===== src/sv/pst_pkg.sv =====
// ----------------------------------------------------------------------------
// pst_pkg: shared types, codes and byte classes for the token scanner
// Holds the result record, the scan-mode encoding, the kind and status codes
// and the character-class functions used by the lexer stage.
// ----------------------------------------------------------------------------
package pst_pkg;

  localparam int DEFAULT_LENGTH_BITS = 16;
  localparam int LEN_OUT_BITS        = 16;
  localparam int FIFO_DEPTH          = 8;
  localparam int FIFO_AW             = $clog2(FIFO_DEPTH);

  // token kinds
  localparam logic [2:0] KIND_NAME = 3'd0;
  localparam logic [2:0] KIND_LIT  = 3'd1;
  localparam logic [2:0] KIND_NUM  = 3'd2;
  localparam logic [2:0] KIND_STR  = 3'd3;
  localparam logic [2:0] KIND_CMT  = 3'd4;
  localparam logic [2:0] KIND_BOOL = 3'd5;

  // result status
  localparam logic [1:0] ST_OK       = 2'd0;
  localparam logic [1:0] ST_NONGRAPH = 2'd1;
  localparam logic [1:0] ST_STRAY    = 2'd2;

  // input op
  localparam logic OP_DATA = 1'b0;
  localparam logic OP_END  = 1'b1;

  // bytes with a meaning of their own
  localparam logic [7:0] CH_LPAREN  = 8'h28;
  localparam logic [7:0] CH_RPAREN  = 8'h29;
  localparam logic [7:0] CH_LT      = 8'h3C;
  localparam logic [7:0] CH_GT      = 8'h3E;
  localparam logic [7:0] CH_LBRACK  = 8'h5B;
  localparam logic [7:0] CH_RBRACK  = 8'h5D;
  localparam logic [7:0] CH_LBRACE  = 8'h7B;
  localparam logic [7:0] CH_RBRACE  = 8'h7D;
  localparam logic [7:0] CH_SLASH   = 8'h2F;
  localparam logic [7:0] CH_PERCENT = 8'h25;
  localparam logic [7:0] CH_NL      = 8'h0A;
  localparam logic [7:0] CH_SPACE   = 8'h20;
  localparam logic [7:0] CH_DEL     = 8'h7F;

  typedef enum logic [5:0] {
    MODE_IDLE = 6'b000001,
    MODE_NAME = 6'b000010,
    MODE_LIT  = 6'b000100,
    MODE_NUM  = 6'b001000,
    MODE_STR  = 6'b010000,
    MODE_CMT  = 6'b100000
  } mode_t;

  typedef struct packed {
    logic [2:0]              kind;
    logic [7:0]              tbyte;
    logic                    is_end;
    logic [LEN_OUT_BITS-1:0] len;
    logic                    bval;
    logic [1:0]              status;
    logic                    last;
  } res_t;

  typedef struct packed {
    logic [1:0] n;
    res_t       r0;
    res_t       r1;
  } push_t;

  function automatic logic is_ws(input logic [7:0] b);
    return b == 8'h09 || b == 8'h0A || b == 8'h0C || b == 8'h0D || b == CH_SPACE;
  endfunction

  function automatic logic is_delim(input logic [7:0] b);
    return b == CH_LPAREN || b == CH_RPAREN || b == CH_LT || b == CH_GT ||
           b == CH_LBRACK || b == CH_RBRACK || b == CH_LBRACE || b == CH_RBRACE ||
           b == CH_SLASH || b == CH_PERCENT;
  endfunction

  function automatic logic is_num_start(input logic [7:0] b);
    return b == 8'h2B || b == 8'h2D || b == 8'h2E || (b >= 8'h30 && b <= 8'h39);
  endfunction

  function automatic logic is_graphic(input logic [7:0] b);
    return b > CH_SPACE && b < CH_DEL;
  endfunction

  function automatic logic [7:0] true_char(input logic [1:0] idx);
    logic [7:0] c;
    case (idx)
      2'd0:    c = "t";
      2'd1:    c = "r";
      2'd2:    c = "u";
      default: c = "e";
    endcase
    return c;
  endfunction

  function automatic logic [7:0] false_char(input logic [2:0] idx);
    logic [7:0] c;
    case (idx)
      3'd0:    c = "f";
      3'd1:    c = "a";
      3'd2:    c = "l";
      3'd3:    c = "s";
      3'd4:    c = "e";
      default: c = 8'h00;
    endcase
    return c;
  endfunction

endpackage


===== src/sv/pst_lexer.sv =====
// ----------------------------------------------------------------------------
// pst_lexer: input register and per-byte scan step
// Registers the accepted item, then classifies the byte against the scan
// mode and emits up to two results per item into the result queue.
// ----------------------------------------------------------------------------
module pst_lexer
  import pst_pkg::*;
#(
  parameter int LENGTH_BITS = DEFAULT_LENGTH_BITS
) (
  input  logic       clk,
  input  logic       rst_n,
  input  logic       in_fire,
  input  logic       in_op,
  input  logic [7:0] in_byte,
  output push_t      push_o,
  output logic       busy_o
);

  localparam logic [LENGTH_BITS-1:0] CNT_MAX = {LENGTH_BITS{1'b1}};
  localparam logic [LENGTH_BITS-1:0] CNT_ONE = LENGTH_BITS'(1);

  logic                   stg_v_r;
  logic                   stg_op_r;
  logic [7:0]             stg_byte_r;
  mode_t                  mode_r, mode_nxt;
  logic [LENGTH_BITS-1:0] cnt_r, cnt_nxt;
  logic                   tok_r, tok_nxt;
  logic                   fok_r, fok_nxt;

  logic [31:0]            cnt32;
  logic [7:0]             b;
  res_t                   fin_res, app_res, st_res;
  logic                   tok_app, fok_app;
  logic [LENGTH_BITS-1:0] cnt_app;
  mode_t                  st_mode;
  logic                   st_emit;
  logic [LENGTH_BITS-1:0] st_cnt;
  logic                   st_tok, st_fok;
  push_t                  push;

  function automatic logic [2:0] kind_of(input mode_t m);
    logic [2:0] k;
    unique case (m)
      MODE_LIT: k = KIND_LIT;
      MODE_NUM: k = KIND_NUM;
      MODE_STR: k = KIND_STR;
      MODE_CMT: k = KIND_CMT;
      default:  k = KIND_NAME;
    endcase
    return k;
  endfunction

  assign cnt32 = 32'(cnt_r);
  assign b     = stg_byte_r;

  // closing result of the open token
  always_comb begin
    fin_res        = '0;
    fin_res.is_end = 1'b1;
    fin_res.kind   = kind_of(mode_r);
    fin_res.len    = (cnt32 > 32'h0000_FFFF) ? 16'hFFFF : cnt32[15:0];
    if (mode_r == MODE_NAME && cnt32 == 32'd4 && tok_r) begin
      fin_res.kind = KIND_BOOL;
      fin_res.bval = 1'b1;
    end else if (mode_r == MODE_NAME && cnt32 == 32'd5 && fok_r) begin
      fin_res.kind = KIND_BOOL;
    end
  end

  // value byte added to the open token
  always_comb begin
    app_res       = '0;
    app_res.kind  = kind_of(mode_r);
    app_res.tbyte = b;
    tok_app = tok_r && (cnt32 < 32'd4) && (true_char(cnt32[1:0]) == b);
    fok_app = fok_r && (cnt32 < 32'd5) && (false_char(cnt32[2:0]) == b);
    cnt_app = (cnt_r == CNT_MAX) ? cnt_r : cnt_r + CNT_ONE;
  end

  // byte seen between tokens
  always_comb begin
    st_mode = MODE_IDLE;
    st_emit = 1'b0;
    st_res  = '0;
    st_cnt  = '0;
    st_tok  = 1'b1;
    st_fok  = 1'b1;
    st_res.tbyte = b;
    if (is_ws(b)) begin
      st_mode = MODE_IDLE;
    end else if (b == CH_LPAREN) begin
      st_mode = MODE_STR;
    end else if (b == CH_PERCENT) begin
      st_mode = MODE_CMT;
    end else if (b == CH_SLASH) begin
      st_mode = MODE_LIT;
    end else if (b == CH_RPAREN || b == CH_GT) begin
      st_emit       = 1'b1;
      st_res.kind   = KIND_NAME;
      st_res.status = ST_STRAY;
    end else if (is_delim(b)) begin
      st_mode = MODE_IDLE;
    end else if (is_num_start(b) || is_graphic(b)) begin
      st_mode     = is_num_start(b) ? MODE_NUM : MODE_NAME;
      st_emit     = 1'b1;
      st_res.kind = is_num_start(b) ? KIND_NUM : KIND_NAME;
      st_cnt      = CNT_ONE;
      st_tok      = (b == true_char(2'd0));
      st_fok      = (b == false_char(3'd0));
    end else begin
      st_emit       = 1'b1;
      st_res.kind   = KIND_NAME;
      st_res.status = ST_NONGRAPH;
    end
  end

  always_comb begin
    mode_nxt = mode_r;
    cnt_nxt  = cnt_r;
    tok_nxt  = tok_r;
    fok_nxt  = fok_r;
    push     = '0;
    if (stg_v_r) begin
      if (stg_op_r == OP_END) begin
        if (mode_r == MODE_NAME || mode_r == MODE_LIT || mode_r == MODE_NUM ||
            mode_r == MODE_STR || mode_r == MODE_CMT) begin
          push.r0 = fin_res;
          push.n  = 2'd1;
        end
        mode_nxt = MODE_IDLE;
        cnt_nxt  = '0;
        tok_nxt  = 1'b1;
        fok_nxt  = 1'b1;
      end else begin
        unique case (mode_r)
          MODE_NAME, MODE_LIT, MODE_NUM: begin
            if (is_ws(b) || is_delim(b)) begin
              // whitespace or delimiter closes the token, then is scanned as a fresh byte
              push.r0  = fin_res;
              push.r1  = st_res;
              push.n   = st_emit ? 2'd2 : 2'd1;
              mode_nxt = st_mode;
              cnt_nxt  = st_cnt;
              tok_nxt  = st_tok;
              fok_nxt  = st_fok;
            end else begin
              push.r0 = app_res;
              push.n  = 2'd1;
              cnt_nxt = cnt_app;
              tok_nxt = tok_app;
              fok_nxt = fok_app;
            end
          end
          MODE_STR, MODE_CMT: begin
            if ((mode_r == MODE_STR && b == CH_RPAREN) ||
                (mode_r == MODE_CMT && b == CH_NL)) begin
              push.r0  = fin_res;
              push.n   = 2'd1;
              mode_nxt = MODE_IDLE;
              cnt_nxt  = '0;
              tok_nxt  = 1'b1;
              fok_nxt  = 1'b1;
            end else begin
              push.r0 = app_res;
              push.n  = 2'd1;
              cnt_nxt = cnt_app;
              tok_nxt = tok_app;
              fok_nxt = fok_app;
            end
          end
          default: begin
            push.r0  = st_res;
            push.n   = st_emit ? 2'd1 : 2'd0;
            mode_nxt = st_mode;
            cnt_nxt  = st_cnt;
            tok_nxt  = st_tok;
            fok_nxt  = st_fok;
          end
        endcase
      end
      if (push.n == 2'd1) begin
        push.r0.last = 1'b1;
      end
      if (push.n == 2'd2) begin
        push.r1.last = 1'b1;
      end
    end
  end

  always_ff @(posedge clk) begin
    if (!rst_n) begin
      stg_v_r <= 1'b0;
      mode_r  <= MODE_IDLE;
      cnt_r   <= '0;
      tok_r   <= 1'b1;
      fok_r   <= 1'b1;
    end else begin
      stg_v_r <= in_fire;
      mode_r  <= mode_nxt;
      cnt_r   <= cnt_nxt;
      tok_r   <= tok_nxt;
      fok_r   <= fok_nxt;
    end
  end

  always_ff @(posedge clk) begin
    if (in_fire) begin
      stg_op_r   <= in_op;
      stg_byte_r <= in_byte;
    end
  end

  assign push_o = push;
  assign busy_o = stg_v_r;

endmodule


===== src/sv/pst_fifo.sv =====
// ----------------------------------------------------------------------------
// pst_fifo: result queue
// Small register queue that takes up to two results a cycle from the lexer
// and hands one result a cycle to the output channel while it is ready.
// ----------------------------------------------------------------------------
module pst_fifo
  import pst_pkg::*;
(
  input  logic             clk,
  input  logic             rst_n,
  input  push_t            push_i,
  input  logic             pop_i,
  output res_t             head_o,
  output logic [FIFO_AW:0] fill_o
);

  res_t               mem_r [FIFO_DEPTH];
  logic [FIFO_AW-1:0] wr_ptr_r, wr_ptr_nxt;
  logic [FIFO_AW-1:0] rd_ptr_r, rd_ptr_nxt;
  logic [FIFO_AW:0]   fill_r, fill_nxt;
  logic [FIFO_AW-1:0] wr_ptr_p1;

  assign wr_ptr_p1  = wr_ptr_r + FIFO_AW'(1);
  assign wr_ptr_nxt = wr_ptr_r + FIFO_AW'(push_i.n);
  assign rd_ptr_nxt = pop_i ? rd_ptr_r + FIFO_AW'(1) : rd_ptr_r;
  assign fill_nxt   = fill_r + (FIFO_AW+1)'(push_i.n) - (FIFO_AW+1)'(pop_i);

  always_ff @(posedge clk) begin
    if (push_i.n != 2'd0) begin
      mem_r[wr_ptr_r] <= push_i.r0;
    end
    if (push_i.n == 2'd2) begin
      mem_r[wr_ptr_p1] <= push_i.r1;
    end
  end

  always_ff @(posedge clk) begin
    if (!rst_n) begin
      wr_ptr_r <= '0;
      rd_ptr_r <= '0;
      fill_r   <= '0;
    end else begin
      wr_ptr_r <= wr_ptr_nxt;
      rd_ptr_r <= rd_ptr_nxt;
      fill_r   <= fill_nxt;
    end
  end

  assign head_o = mem_r[rd_ptr_r];
  assign fill_o = fill_r;

endmodule


===== src/sv/postscript_token_scanner.sv =====
// ----------------------------------------------------------------------------
// postscript_token_scanner: byte-stream token scanner
// Splits a byte stream into name, literal name, number, string and comment
// tokens, tags every value byte with its kind and closes each token with an
// end result carrying kind and saturated length.
//
// in_* channel: one item per byte (in_tuser = 0) or an end-of-stream marker
// (in_tuser = 1). out_* channel: zero, one or two results per input item,
// out_tlast set on the last result of each input item.
// An accepted item is registered in the input stage, its results in the
// result queue. Throughput: one item per cycle while in_tready is high; an
// item that closes a token and is a stray ) or > puts out two results, which
// drain at one per cycle through the 8-entry queue while out_tready is high.
// in_tready depends only on registered queue fill and the input stage: it
// drops unless the queue has room for two results each from the staged and
// offered items; a stalled receiver fills the queue and then holds off the
// sender, nothing lost. Reset puts the scanner idle between tokens, queue empty.
// ----------------------------------------------------------------------------
module postscript_token_scanner
  import pst_pkg::*;
#(
  parameter int LENGTH_BITS = DEFAULT_LENGTH_BITS
) (
  input  logic        clk,
  input  logic        rst_n,
  input  logic        in_tvalid,
  output logic        in_tready,
  input  logic [7:0]  in_tdata,   // byte_in
  input  logic        in_tuser,   // op
  output logic        out_tvalid,
  input  logic        out_tready,
  output logic [23:0] out_tdata,  // token_byte, token_length
  output logic [6:0]  out_tuser,  // token_kind, is_token_end, bool_value, status
  output logic        out_tlast   // last_of_run
);

  logic             in_fire;
  logic             pop;
  push_t            push;
  logic             busy;
  res_t             head;
  logic [FIFO_AW:0] fill;
  logic [FIFO_AW+1:0] room_need;

  // room for the item in the stage plus the one now offered
  assign room_need = (FIFO_AW+2)'(fill) + (busy ? (FIFO_AW+2)'(2) : '0);
  assign in_tready = room_need <= (FIFO_AW+2)'(FIFO_DEPTH - 2);
  assign in_fire   = in_tvalid && in_tready;
  assign pop       = out_tvalid && out_tready;

  pst_lexer #(
    .LENGTH_BITS(LENGTH_BITS)
  ) u_lexer (
    .clk    (clk),
    .rst_n  (rst_n),
    .in_fire(in_fire),
    .in_op  (in_tuser),
    .in_byte(in_tdata),
    .push_o (push),
    .busy_o (busy)
  );

  pst_fifo u_fifo (
    .clk   (clk),
    .rst_n (rst_n),
    .push_i(push),
    .pop_i (pop),
    .head_o(head),
    .fill_o(fill)
  );

  assign out_tvalid = fill != '0;
  assign out_tdata  = {head.len, head.tbyte};
  assign out_tuser  = {head.status, head.bval, head.is_end, head.kind};
  assign out_tlast  = head.last;

  // queue never overflows
  a_fill_bound: assert property (@(posedge clk) disable iff (!rst_n)
    fill <= (FIFO_AW+1)'(FIFO_DEPTH))
    else $error("result queue overflow");

  // results only come from an item held in the stage
  a_push_src: assert property (@(posedge clk) disable iff (!rst_n)
    (push.n != 2'd0) |-> busy)
    else $error("result pushed without an item");

  // a pair of results is always a token end followed by the delimiter's result
  a_pair_shape: assert property (@(posedge clk) disable iff (!rst_n)
    (push.n == 2'd2) |-> (push.r0.is_end && !push.r0.last && push.r1.last))
    else $error("malformed result pair");

endmodule

===== config.mk =====
export PLATFORM = sky130hd
export DESIGN_NAME = postscript_token_scanner
export DESIGN_NICKNAME = d
export VERILOG_FILES = /design/src/sv/pst_pkg.sv /design/src/sv/pst_lexer.sv /design/src/sv/pst_fifo.sv /design/src/sv/postscript_token_scanner.sv
export SDC_FILE = /design/constraint.sdc
export NUM_CORES = 1
export LEC_CHECK = 0
export ABC_CLOCK_PERIOD_IN_PS = 8900
export BUFFER_PORTS_ARGS = -buffer_cell sky130_fd_sc_hd__buf_2
export CORE_MARGIN = 3
export CORE_UTILIZATION = 50
export CTS_CLUSTER_SIZE = 25
export DETAILED_ROUTE_END_ITERATION = 16
export HOLD_SLACK_MARGIN = 0.08
export PLACE_DENSITY = 0.7
export SLEW_MARGIN = 10
export SYNTH_ARGS = -nofsm -noshare
export SYNTH_HDL_FRONTEND = slang
export SYNTH_HIERARCHICAL = 1
export SYNTH_SLANG_ARGS = --single-unit

===== constraint.sdc =====
create_clock -name clk -period 8.9 [get_ports clk]
set_clock_uncertainty 0.2 [all_clocks]
set_input_delay 0.445 -clock clk [delete_from_list [all_inputs] [get_ports clk]]
set_output_delay 0.445 -clock clk [all_outputs]
set_load 0.02 [all_outputs]

==> results of run 1 <==
==> layout make-up <==
type,instances,share of cell area (%)
repair buffers,68,2.31
clock inverters,17,0.892
flip-flops and latches,303,48.2
clock buffers,44,5.14
inverters,20,0.415
well taps,435,3.01
multi-input cells,745,40.1
==> critical path: stages (launching register included) <==
cell      delay (ns)
edfxtp_1        0.69
nor3_1          0.39
nand2_1         0.09
a211o_1         0.35
nand4_1         0.27
nand2b_1        0.25
mux2i_1         0.27
nor2_1          0.17
nor4b_1         0.55
nand2_2         0.71
o21ai_4         0.74
==> report_power, final <==
| group | switching, W | leakage (nW) | total, W | internal (W) |
|---|---|---|---|---|
| Combinational | 0.000324 | 3.23 | 0.000625 | 0.000301 |
| Sequential | 0.000101 | 2.75 | 0.00168 | 0.00158 |
| Clock | 0.000549 | 0.532 | 0.00137 | 0.000825 |
| Total | 0.000974 | 6.51 | 0.00368 | 0.00270 |
==> final timing paths <==
path | startpoint | to | slack, ns | cells past startpoint
hold / removal | out_tready | u_fifo/rd_ptr_r[0]$_SDFFE_PN0P_ | 0.17 | 4
hold reg to reg | u_fifo/rd_ptr_r[2]$_SDFFE_PN0P_ | register | 0.34 | 2
setup reg to reg | u_lexer/b[1]$_DFFE_PP_ | u_fifo/mem_r[5][20]$_DFFE_PP_ | 3.82 | 10
setup / recovery | u_lexer/b[1]$_DFFE_PP_ | u_fifo/mem_r[5][20]$_DFFE_PP_ | 3.82 | 10
==> cells in the mapped netlist (3+ instances only) <==
library cell and n:
mux2_2 288, edfxtp_1 265, mux4_2 64, nor2_1 52, nand2_1 39, dfxtp_1 38, and2_1 36, clkbuf_1 29
buf_4 27, buf_2 25, o21ai_0 22, nor3_1 21, nand3_1 20, inv_1 19, ha_1 17, xor2_1 16
a21oi_1 14, nand4_1 11, nand2b_1 9, nor4_1 8, xnor2_1 8, buf_6 6, nand2_2 6, or4_1 6
a31oi_1 5, o211ai_1 5, o22ai_1 5, or3_1 5, and3_1 4, nand3b_1 4, nor3b_1 4, o31a_1 4
a41oi_1 3, clkbuf_8 3, mux2i_1 3, o31ai_1 3, o32ai_1 3, or2_2 3
==> cells by family (layout without fill, tap and decap cells) <==
kind of cell	count (synthesis)	after routing	share of synthesized area (%)
fa+ha+maj	19	19	1.54
other cells	1	23	0.0229
simple gates	242	242	7.93
xor+xnor	24	24	1.28
buf+inv	112	149	3.83
mux	355	355	28.7
compound gates	82	82	3.49
flops	303	303	53.2
==> flip-flops by register name, indices dropped and copies added, names as in the netlist, named ones only <==
| signal | count |
|---|---|
| u_fifo/wr_ptr_r | 3 |
| u_lexer/b | 8 |
| u_lexer/stg_op_r | 1 |
| u_lexer/busy_o | 1 |
| u_fifo/mem_r | 256 |
| u_lexer/fok_r | 1 |
| u_fifo/rd_ptr_r | 3 |
| u_fifo/fill_o | 4 |
| u_lexer/cnt_r | 16 |
| u_lexer/mode_r | 6 |
| u_lexer/tok_r | 1 |
==> routing by layer <==
layer | vias to the layer above | routed length, um | share of wire, %
li1 | 4466 | - | -
met1 | 5026 | 17000 | 44
met2 | 272 | 19400 | 50
met3 | 40 | 2080 | 5.3
met4 | 0 | 558 | 1.4
met5 | - | 0 | 0
==> metrics by stage <==
step / setup WS [ns] / hold WS (ns) / cells
after global routing: 3.33 / 0.193 / 1632
final: 3.82 / 0.174 / 1632
after CTS: 3.84 / 0.158 / 1632
after floorplan: 3.48 / 0.283 / 1160
after global placement: 4.07 / 0.302 / 1562
after detailed placement: 3.86 / 0.325 / 1562
==> layout by cell type, fill, tap and decap left out, types with 11 or more instances in the layout <==
cell type,Yosys,routed
xor2_1,16,16
nand2_1,39,39
buf_4,27,13
ha_1,17,17
a21oi_1,14,14
nand4_1,11,11
inv_1,19,19
conb_1,1,23
dfxtp_1,38,35
mux2_2,288,288
nor3_1,21,21
nand3_1,20,20
buf_2,25,46
nor2_1,52,50
and2_1,36,36
o21ai_0,22,18
clkbuf_16,0,35
mux4_2,64,64
edfxtp_1,265,265
==> results by group, run 1 <==
Final layout
  – Ant diodes: 0
  – Layout area overhead: 10.4%
  – Post-route cell area: approximately 18000 um^2
  – Final #Nets: 1204
  – Fraction of layout cells with a size suffix above 1: approximately two fifths
  – Fillers: between 2000 and 3000
  – Layout Utilization: 56.6%
  – Register area: approximately 8700 um^2
  – Multi-input logic area: roughly 7300 um^2

Global route
  – Vias in the first global route: 10168
  – Met3 GRT Util: roughly 3.2%
  – Largest net degree at the start of global routing: 65
  – Global-route wire length before repair: a little over 60000 um
  – Aggregate global routing overflow: 0
  – Initial antenna violation count: 0
  – Met2 usage: a little under two fifths
  – Tot GR Track Use: between 20% and 30%
  – Busiest grt layer: met2
  – Grt met1 use: around 31%

Synthesis
  – Synth Flop Type: edfxtp_1
  – #FFs+latches synth: just over 300
  – Post-Syn Area per Cell: roughly 14 um^2
  – Syn Std Cell Area: around 16000 um^2
  – Seq/Total Area, Yosys: a little over half
  – Post-synth top area share: between 40% and 50%
  – Top cells by area, synth: edfxtp_1, mux2_2, mux4_2, dfxtp_1, and2_1
  – Async S/R FF share, synth: 0%
  – Synth area leader: edfxtp_1
  – Post-synth EDFFs: 265
  – Gate Count Post-Synth: approximately 1100
  – Cell variety after synth: 67
  – Yosys warns: 6

Timing
  – Max-Slew Margin vs Limit: around a fifth
  – Final Setup Violations: 0
  – Fin. Hold Viols: 0
  – Fin crit share: a little under three fifths
  – Minimum clock period: approximately 5.1 ns
  – RSZ-0062 raised after global routing: false
  – Slew @ Worst Pin: approximately 1.2 ns
  – F_max: slightly below 200 MHz
  – Max-slew violation count: 0
  – Total negative slack: 0 ns

Clocking
  – Clock Tree Buf Depth: 3
  – CTS clk-pin slew, worst paths: 0.06 ns
  – Num CTS Buffers: 34
  – Htree depth: 2
  – Post-cts resize count: 0
  – Hold buffer count at CTS: 9
  – Clock tree root driver cell: clkbuf_16
  – Worst-skew pair later-pin latency: 0.51 ns
  – Total setup buffers inserted after CTS: 0
  – # clock sinks: approximately 300
  – CTS tree: done

Routing
  – DR WL/cell: ~24 um
  – DRT Pass-1 Iters: 5
  – Initial DRC count: just under 900
  – # DRC: 0
  – Via count: slightly below 10000
  – Routed wire length: between 30000 and 40000 um
  – Via density: ~6.0
  – Antenna Nets Post-Route: 0

Floorplan
  – Io pins: 47
  – Die Wd: 187 um
  – Full die area: 35000 um^2
  – Starting Density: between 50% and 60%
  – Num rows: between 60 and 70
  – Floorplan core area: 32000 um^2
  – Die Y: 187 um

Power
  – Power, Total: about 0.0037 W
  – PwrDens: just over 200 nW/um^2
  – VDD IR max: between 0.1 and 0.15 mV
  – Leakage: 6.51 nW

Place
  – Port Buf Inserts: between 40 and 50
  – Placed cell area: around 17000 um^2
  – GPL Wtd Cong: about 0.90
  – Dpl hpwl: between 20000 and 25000 um

Worst setup path
  – Crit path DAT: 4.99 ns
  – CP Class: reg2reg
  – Crit path max fanout: 33
  – Required time of the critical path: between 8 and 9 ns
  – CP endpoint kind: register
  – Critical Path Start Type: register

Outcome
  – Status: complete, no violations

Run
  – Max capacitance violation total: 0

Min path
  – Worst min-delay path class: in2reg
(Power assumes the default switching activity.)
==> inputs of run 2 (changes only) <==
--- a/config.mk
+++ b/config.mk
@@ -5,14 +5,14 @@
 export SDC_FILE = /design/constraint.sdc
 export NUM_CORES = 1
 export LEC_CHECK = 0
-export ABC_CLOCK_PERIOD_IN_PS = 8900
+export ABC_CLOCK_PERIOD_IN_PS = 4500
 export BUFFER_PORTS_ARGS = -buffer_cell sky130_fd_sc_hd__buf_2
 export CORE_MARGIN = 3
 export CORE_UTILIZATION = 50
 export CTS_CLUSTER_SIZE = 25
 export DETAILED_ROUTE_END_ITERATION = 16
 export HOLD_SLACK_MARGIN = 0.08
-export PLACE_DENSITY = 0.7
+export PLACE_DENSITY = 0.73
 export SLEW_MARGIN = 10
 export SYNTH_ARGS = -nofsm -noshare
 export SYNTH_HDL_FRONTEND = slang
==> constraint.sdc (replaced) <==
create_clock -name clk -period 4.5 [get_ports clk]
set_clock_uncertainty 0.2 [all_clocks]
set_input_delay 0.225 -clock clk [delete_from_list [all_inputs] [get_ports clk]]
set_output_delay 0.225 -clock clk [all_outputs]
set_load 0.02 [all_outputs]
==> run 2 against run 1 <==
Effect of this change:
- cell area up 1.5%
- register-to-register slack worse by 3.5 ns
- global-route usage up 0.12 points
- critical path depth unchanged
- sequential power up 98%
- core utilization up 0.83 points
- count of clock-buffer cells in the layout up 6
- sequential cell count unchanged
- first-iteration DRC count up 12%
- setup slack worse by 3.5 ns
- sequential share of layout area down 0.70 points
- critical path type unchanged
- largest power group unchanged
==> results by group, run 2 (same netlist as run 1, synthesis figures left out) <==
Worst setup path
  – Crit path cell chain: buf_4 -> nor4b_1 -> o211ai_1 -> nand4_1 -> nand2b_1 -> mux2i_1 -> nor2_1 -> o21ai_0 -> o31ai_4 -> buf_12
  – WP depth: 10 (unchanged)
  – Worst reg2reg path endpoint: u_fifo/mem_r[1][0]$_DFFE_PP_
  – Required time of the critical path: 4.50 ns (-4.31 ns)
  – RR Startpoint: u_lexer/b[1]$_DFFE_PP_
  – Crit path max fanout: 17 (-48%)
  – CP max stage cell: o31ai_4
  – CP endpoint: u_fifo/mem_r[1][0]$_DFFE_PP_
  – CP endpoint kind: register
  – Worst path max stage delay: 0.95 ns (+0.21 ns)
  – Critical Path Source: u_lexer/b[1]$_DFFE_PP_
  – R2r setup slk: 0.35 ns (-3.47 ns)
  – R2R depth: 10 (unchanged)
  – Crit path buffers/inverters: 2 (+2)
  – Crit path DAT: 4.16 ns (-0.83 ns)
  – Delay-heaviest family, CP: compound AO/OA/AOI/OAI gates
  – CP Class: reg2reg
  – Critical Path Start Type: register

Clocking
  – Clock tree root driver cell: clkbuf_16
  – Htree depth: 2 (unchanged)
  – CTS tree: done
  – Num CTS Buffers: 34 (unchanged)
  – CTS clk-pin slew, worst paths: 0.05 ns (about the same)
  – # clock sinks: 303 (unchanged)
  – Clock Tree Buf Depth: 3 (unchanged)
  – Worst-skew pair later-pin latency: 0.51 ns (about the same)

Final layout
  – Most frequent cells in the layout: mux2_2, edfxtp_1, mux4_2, nor2_1, buf_2
  – Register area: 8720 um^2 (unchanged)
  – Fraction of layout cells with a size suffix above 1: 41.8% (+0.94 points)
  – Max reg flops: 256 (unchanged)
  – Final #Nets: 1235 (+2.6%)
  – Most common cell after layout, fill and taps aside: mux2_2
  – Layout Utilization: 57.5% (+0.83 points)
  – Non-Filler Instances: 1660 (+1.7%)
  – Largest Register: u_fifo/mem_r
  – Fillers: 2510 (-0.95%)
  – Layout area overhead: 12.0%
  – Ant diodes: 0 (unchanged)
  – Multi-input logic area: 7250 um^2 (unchanged)
  – Largest registers: u_fifo/mem_r (256), u_lexer/cnt_r (16), u_lexer/b (8)

Power
  – VDD IR max: 0.194 mV (+73%)
  – Sequential power share: 46.5% (+0.9 points)
  – Clock Power Share: 35.8% (-1.6 points)
  – Switching part of the total: 26.9% (+0.45 points)
  – Power, Total: 0.00714 W (+94%)
  – Sw Pwr: 0.00192 W (+97%)
  – PwrDens: 388 nW/um^2 (+91%)
  – Cell Int Power: 0.00521 W (+93%)
  – Leakage: 6.64 nW (+2.0%)
  – Comb power frac: 17.7% (+0.7 points)

Floorplan
  – Die Y: 187 um (unchanged)
  – Num rows: 65 (unchanged)
  – Io pins: 47 (unchanged)
  – Full die area: 35000 um^2 (unchanged)
  – Starting Density: 51.3% (unchanged)
  – Die Wd: 187 um (unchanged)
  – Floorplan core area: 32000 um^2 (unchanged)

Global route
  – Largest net degree at the start of global routing: 39 (-40%)
  – Tot GR Track Use: 22.4% (+0.12 points)
  – Busiest grt layer: met2
  – Met3 GRT Util: 4.93% (+1.7 points)
  – Grt met1 use: 30.6% (-0.59 points)
  – Met2 usage: 36.8% (-0.72 points)
  – Aggregate global routing overflow: 0 (unchanged)
  – Initial antenna violation count: 0 (unchanged)
  – Vias in the first global route: 10131 (-0.36%)
  – Global-route wire length before repair: 61100 um (+0.17%)

Place
  – Port Buf Inserts: 46 (unchanged)
  – Dpl hpwl: 24600 um (+1.4%)
  – GPL Wtd Cong: 0.916 (+1.6%)
  – Number of cells after detailed placement: 1590 (+1.8%)

Outcome
  – Status: complete, no violations

Timing
  – Final Setup Violations: 0 (unchanged)
  – Minimum clock period: 4.15 ns (-0.926 ns)
  – Fin. Hold Viols: 0 (unchanged)
  – Total negative slack: 0 ns (unchanged)
  – Max-slew violation count: 0 (unchanged)
  – RSZ-0062 raised after global routing: false
  – Fin crit share: 92.3% (+35 points)
  – Slew @ Worst Pin: 1.14 ns (-0.0344 ns)
  – F_max: 241 MHz (+22%)
  – Max-Slew Margin vs Limit: 23.7% (+2.6 points)

Routing
  – Antenna Nets Post-Route: 0 (unchanged)
  – DRT Pass-1 Iters: 7 (+2)
  – DR WL/cell: 23.5 um (-1.7%)
  – Via density: 5.97 (-0.63%)
  – Initial DRC count: 982 (+12%)
  – Via count: 9909 (+1.1%)
  – Routed wire length: 39000 um (about the same)
  – # DRC: 0 (unchanged)

Min path
  – Worst min-delay path class: in2reg

Run
  – Max capacitance violation total: 0 (unchanged)
## run 2: per-stage QoR
step	worst slack [ns]	hold WS (ns)	instance area, um^2
3_5_place_dp	0.313	0.204	17200
2_1_floorplan	-0.818	0.124	16500
3_3_place_gp	0.390	0.205	17200
6_report	0.345	0.232	18400
5_1_grt	0.0543	0.231	18400
4_1_cts	0.297	0.216	18400
## run 2: power groups by stage
stage / combinational (W) / clock [W] / sequential, W
global route: 0.00137 / 0.00272 / 0.00334
detailed placement: 0.00125 / 0 / 0.00338
floorplan: 0.00106 / 0 / 0.00321
finish: 0.00127 / 0.00255 / 0.00332
global placement: 0.00125 / 0 / 0.00338
CTS: 0.00127 / 0.00260 / 0.00332
## run 2: timing repair
action,CTS,global route
resized for setup,0,0
endpoints found under the hold margin,37,0
hold buffers,12,0
buffers inserted,0,0
## run 2: area by class of cell
cell class,count,area share (%)
multi-input cells,745,39.5
flip-flops and latches,303,47.5
repair buffers,99,4.20
clock inverters,8,0.232
inverters,20,0.409
clock buffers,50,5.24
well taps,435,2.96
## run 2: metal layers
metal  wire [um]  share of wire [%]
met5           0                  0
met3        2570                6.6
met2       18900                 49
met1       16800                 43
met4         666                1.7
## run 2: worst min-delay path by stage
| stage | from | endpoint | cells past startpoint |
|---|---|---|---|
| final | in_tdata[3] | u_lexer/b[3]$_DFFE_PP_ | 2 |
| after global routing | in_tdata[7] | u_lexer/b[7]$_DFFE_PP_ | 2 |
| after CTS | in_tdata[3] | u_lexer/b[3]$_DFFE_PP_ | 2 |
| after detailed placement | in_tdata[4] | u_lexer/b[4]$_DFFE_PP_ | 1 |
| after global placement | in_tdata[4] | u_lexer/b[4]$_DFFE_PP_ | 1 |
| after floorplan | in_tdata[0] | u_lexer/b[0]$_DFFE_PP_ | 0 |
## run 2: worst register-to-register path, stage by stage (launching register included)
cell and delay (ns):
edfxtp_1 0.62, buf_4 0.25, nor4b_1 0.06, o211ai_1 0.40, nand4_1 0.19, nand2b_1 0.13, mux2i_1 0.10, nor2_1 0.39
o21ai_0 0.28, o31ai_4 0.95, buf_12 0.28
